File: src/vrcr_pkg.sv
package vrcr_pkg;

  // defaults for the top-level parameters
  localparam int RING_BYTES_DEF   = 65536;
  localparam int SLOT_ALIGN_DEF   = 16;
  localparam int HEADER_BYTES_DEF = 8;

  // fixed field widths
  localparam int FIELD_W = 16;
  localparam int SZ_W    = 17;  // rounded-up byte count before the range check
  localparam int MEM_W   = 3 * FIELD_W;

  // result status codes
  localparam logic [1:0] ST_OK      = 2'd0;
  localparam logic [1:0] ST_NOSPACE = 2'd1;
  localparam logic [1:0] ST_EMPTY   = 2'd2;
  localparam logic [1:0] ST_BADSIZE = 2'd3;

  typedef enum logic [3:0] {
    ACT_NONE,
    ACT_LOAD,
    ACT_DIV,
    ACT_MUL,
    ACT_PUSH_BAD,
    ACT_PUSH_NOSPACE,
    ACT_PUSH_WRITE,
    ACT_PUSH_MARK,
    ACT_PUSH_NOSPACE_WRAP,
    ACT_PUSH_WRITE0,
    ACT_POP_EMPTY,
    ACT_POP_READ,
    ACT_POP_OK,
    ACT_POP_SKIP,
    ACT_POP_SKIP_EMPTY
  } action_t;

  typedef struct packed {
    action_t act;
  } cmd_t;

  typedef struct packed {
    logic bad;        // size out of range
    logic nospace;    // not enough free bytes at the write offset
    logic need_wrap;  // record would run past the end of the ring
    logic nospace0;   // not enough free bytes starting at offset 0
    logic empty;      // read offset equals write offset
    logic wp_zero;    // write offset is 0
    logic mark;       // header read back is a wrap marker
    logic out_free;   // output register can take a result this cycle
  } stat_t;

endpackage

File: src/vrcr_ctrl.sv
module vrcr_ctrl (
  input  logic            clk,
  input  logic            rst_n,
  input  logic            in_tvalid,
  input  logic            in_pop,
  output logic            in_tready,
  input  vrcr_pkg::stat_t st,
  output vrcr_pkg::cmd_t  cmd
);
  import vrcr_pkg::*;

  typedef enum logic [2:0] {
    S_IDLE,
    S_DIV,
    S_MUL,
    S_CHK,
    S_CHK0,
    S_POP,
    S_POPW,
    S_POPW0
  } state_t;

  state_t state_r, state_nxt;

  always_comb begin
    state_nxt = state_r;
    cmd.act   = ACT_NONE;
    case (state_r)
      S_IDLE: begin
        if (in_tvalid) begin
          cmd.act   = ACT_LOAD;
          state_nxt = in_pop ? S_POP : S_DIV;
        end
      end
      S_DIV: begin
        cmd.act   = ACT_DIV;
        state_nxt = S_MUL;
      end
      S_MUL: begin
        cmd.act   = ACT_MUL;
        state_nxt = S_CHK;
      end
      S_CHK: begin
        if (st.bad) begin
          if (st.out_free) begin
            cmd.act   = ACT_PUSH_BAD;
            state_nxt = S_IDLE;
          end
        end else if (st.nospace) begin
          if (st.out_free) begin
            cmd.act   = ACT_PUSH_NOSPACE;
            state_nxt = S_IDLE;
          end
        end else if (st.need_wrap) begin
          // marker write has no result of its own
          cmd.act   = ACT_PUSH_MARK;
          state_nxt = S_CHK0;
        end else if (st.out_free) begin
          cmd.act   = ACT_PUSH_WRITE;
          state_nxt = S_IDLE;
        end
      end
      S_CHK0: begin
        if (st.out_free) begin
          cmd.act   = st.nospace0 ? ACT_PUSH_NOSPACE_WRAP : ACT_PUSH_WRITE0;
          state_nxt = S_IDLE;
        end
      end
      S_POP: begin
        if (st.empty) begin
          if (st.out_free) begin
            cmd.act   = ACT_POP_EMPTY;
            state_nxt = S_IDLE;
          end
        end else begin
          cmd.act   = ACT_POP_READ;
          state_nxt = S_POPW;
        end
      end
      S_POPW: begin
        if (st.mark) begin
          if (st.wp_zero) begin
            if (st.out_free) begin
              cmd.act   = ACT_POP_SKIP_EMPTY;
              state_nxt = S_IDLE;
            end
          end else begin
            cmd.act   = ACT_POP_SKIP;
            state_nxt = S_POPW0;
          end
        end else if (st.out_free) begin
          cmd.act   = ACT_POP_OK;
          state_nxt = S_IDLE;
        end
      end
      S_POPW0: begin
        if (st.out_free) begin
          cmd.act   = st.mark ? ACT_POP_SKIP_EMPTY : ACT_POP_OK;
          state_nxt = S_IDLE;
        end
      end
      default: begin
        state_nxt = S_IDLE;
      end
    endcase
  end

  always_ff @(posedge clk) begin
    if (!rst_n) begin
      state_r <= S_IDLE;
    end else begin
      state_r <= state_nxt;
    end
  end

  assign in_tready = (state_r == S_IDLE);

endmodule

File: config.mk
export PLATFORM = sky130hd
export DESIGN_NAME = vrcr_ctrl
export DESIGN_NICKNAME = d
export VERILOG_FILES = /design/src/vrcr_pkg.sv /design/src/vrcr_ctrl.sv
export SDC_FILE = /design/constraint.sdc
export NUM_CORES = 1
export LEC_CHECK = 0
export BUFFER_PORTS_ARGS = -buffer_cell sky130_fd_sc_hd__buf_2
export CAP_MARGIN = 0
export CORE_AREA = 3 3 40 42
export DETAILED_ROUTE_END_ITERATION = 6
export DIE_AREA = 0 0 43 45
export SYNTH_ARGS = -nofsm -noshare
export SYNTH_HDL_FRONTEND = slang
export SYNTH_SLANG_ARGS = --single-unit
File: constraint.sdc
create_clock -name clk -period 1.15 [get_ports clk]
set_input_delay 0.0575 -clock clk [delete_from_list [all_inputs] [get_ports clk]]
set_output_delay 0.0575 -clock clk [all_outputs]
set_load 0.005 [all_outputs]
==> impl_results.md <==
* Port Buffers at 16
* Antenna-violating nets left at 0
* Setup WS pre-CTS at 0.02336 ns
* Die ar. at 1935 um2
* Critical path launch point type: register
* Cell area after layout at 548.0 um2
* Clock latency on the worst-skew pair at 0.23 ns
* First-pass GRT wire length at 1987 um
* Crit-path max FO at 6
* Worst Setup Slack, final at -0.1273 ns
* Max reg flops at 3
* CTS tree: built
* CP max stage cell: dfxtp_4
* Num rows at 13
* Cell Area, Placed at 460.4 um2
* F_max at 0.7829 GHz
* Worst r2r path cells at 5
* Htree depth at 1
* DR vias at 474
* DRC Markers at 0
* Tmin final at 1.277 ns
* Final Power at 0.0005792 W
* Initial Utilization at 26.97%
* Ant diodes at 0
* Status: finished, violations left
* Largest Register: state_r
* # nets final at 85
* Hold Path Depth at 2
* Synth Register Bits at 3
* Syn Area/Cell at 6.932 um2
* Hold Vio Cnt, Final at 0
* PD cells at 1057 nW/um2
* Synth cell types at 28
* Crit-path cells: buf_4 -> o311ai_1 -> o21ai_1 -> o22ai_1 -> buf_2
* DRT iter0 DRCs at 11
* RSZ-0062 raised after global routing: true
* Slew @ Worst Pin at 0.2304 ns
* Worst EP required at 1.09 ns
* Worst path top cell family by delay: flip-flops
* Vias in the first global route at 478
* Synthesized area at 346.6 um2
* Max-cap violation count at 0
* Seq/Total Area, Yosys at 17.33%
* Final hold slack at 0.07171 ns
* All-Layer GR Usage at 13.62%
* Critical path arrival at 1.22 ns
* Cells after Synth at 50
* Largest net degree at the start of global routing at 11
* Drt via density at 5.448
* CTS Hold Bufs at 0
* CTS buffer count at 3
* P_leak at 0.2499 nW
* Die W at 43 um
* Final clock skew at 0.003269 ns
* Global route overflow at 0
* Failing checks: setup timing
* Routed wire length at 1263 um
* Max Slew Vio Count at 0
* Biggest regs: state_r (3)
* Synth-to-Final Area Change at 58.12%
* Syn nets at 62
* Setup Viol. Count Final at 5
* I/O Pins at 17
* Pre-Repair DR Iteration Count at 3
* CTS max path bufs at 2
* Filler cell count at 144
* HP Class: input port to register
* CTS Sinks at 3
* Period utilization at 111.1%
* WP depth at 5
* Half-perimeter wire length after detailed placement at 853.3 um
* Buf+Inv Stages, Crit Path at 2
* RD Place Congestion at 0.8110
* Worst setup EP type: output pin
* Die H at 45 um
* Syn. warnings at 0
* Relative slew slack at 84.40%
* Routed wire length per instance at 14.52 um
* Clock Pin Slew Worst Setup and Hold Paths at 0.04 ns
* Share of cells above drive strength 1 at 51.39%
* Core region area at 1285 um2
* Max IR drop VDD at 442.6 uV
* Initial antenna violation count at 0
* CP peak stage delay at 0.36 ns
* Kind of critical path: register to output pin
* CTS root buf: clkbuf_4
[synthesized netlist by cell type]
| library cell | number | share of area (%) |
|---|---|---|
| a21boi_0 | 1 | 2.2 |
| a21o_1 | 1 | 2.2 |
| a21oi_1 | 5 | 7.2 |
| a31oi_1 | 1 | 1.8 |
| a32oi_1 | 1 | 2.5 |
| and2_4 | 1 | 2.5 |
| buf_2 | 2 | 2.9 |
| buf_4 | 1 | 2.2 |
| clkbuf_2 | 1 | 1.4 |
| dfxtp_1 | 3 | 17 |
| inv_1 | 3 | 3.2 |
| inv_2 | 1 | 1.1 |
| nand2_1 | 3 | 3.2 |
| nand3_1 | 2 | 2.9 |
| nand4b_1 | 1 | 2.5 |
| nor2_1 | 5 | 5.4 |
| nor3_1 | 2 | 2.9 |
| nor3b_1 | 2 | 4.3 |
| nor3b_2 | 1 | 3.6 |
| nor4_1 | 1 | 1.8 |
| nor4b_2 | 1 | 4.3 |
| o211ai_1 | 1 | 2.2 |
| o21a_1 | 1 | 2.2 |
| o21ai_0 | 5 | 7.2 |
| o221a_2 | 1 | 3.2 |
| o22ai_1 | 1 | 1.8 |
| o311a_2 | 1 | 3.2 |
| o311ai_1 | 1 | 2.5 |
[layout by cell type (no fill, tap or decap), drive strengths merged, types with 2 or more instances in the layout]
cell / instances
o21ai: 5
nand3: 2
inv: 4
nor3: 2
nor2: 5
buf: 22
nand2: 3
nor3b: 3
a21oi: 5
clkbuf: 4
dfxtp: 3
[layout make-up]
type	instances	area [um2]	share of cell area, %
tap	15	18.77	3.425
timing repair buffer	22	135.1	24.66
inverter	4	15.01	2.740
sequential	3	71.32	13.01
multi-input combinational	39	281.5	51.37
clock buffer	4	26.28	4.795
[routing by layer]
| metal | vias up | global-route usage (%) | part of all wire, % |
|---|---|---|---|
| met5 | - | 0 | 0 |
| met4 | 0 | 9.639 | 1.1 |
| met3 | 2 | 3.187 | 5.7 |
| met2 | 15 | 23.05 | 51 |
| met1 | 226 | 15.07 | 42 |
| li1 | 231 | - | - |
[cells by family after synthesis]
family | after synthesis | share of synthesized area (%)
buf+inv | 8 | 10.83
compound gates | 20 | 38.27
simple gates | 19 | 33.57
flops | 3 | 17.33
[stage by stage]
stage | util [%] | setup TNS, ns | instances
2_1_floorplan | - | 0 | 50
3_3_place_gp | 35.83 | 0 | 82
3_5_place_dp | 35.83 | 0 | 82
4_1_cts | 42.65 | -0.4314 | 87
5_1_grt | 42.65 | -0.8023 | 87
6_report | 42.65 | -0.4736 | 87
[power breakdown]
group	total, W	internal [W]	switching, W	leakage, nW
Clock	0.000183	0.000130	0.0000529	0.0150
Combinational	0.000251	0.000125	0.000125	0.208
Sequential	0.000146	0.000120	0.0000262	0.0267
Total	0.000579	0.000375	0.000205	0.250
[what timing repair did]
item | in CTS | in global routing
buffers inserted | 1 | 0
setup endpoints to repair | 4 | 5
resized for setup | 15 | 0
pin swaps | 3 | 0
[worst paths after layout]
| path | from | endpoint | slack (ns) |
|---|---|---|---|
| hold reg to reg | state_r[2] | state_r[2] | 0.66 |
| hold / removal | rst_n | state_r[0] | 0.07 |
| setup / recovery | state_r[0] | cmd[1] | -0.13 |
| setup reg to reg | state_r[0] | state_r[2] | 0 |
(Power assumes the default switching activity.)
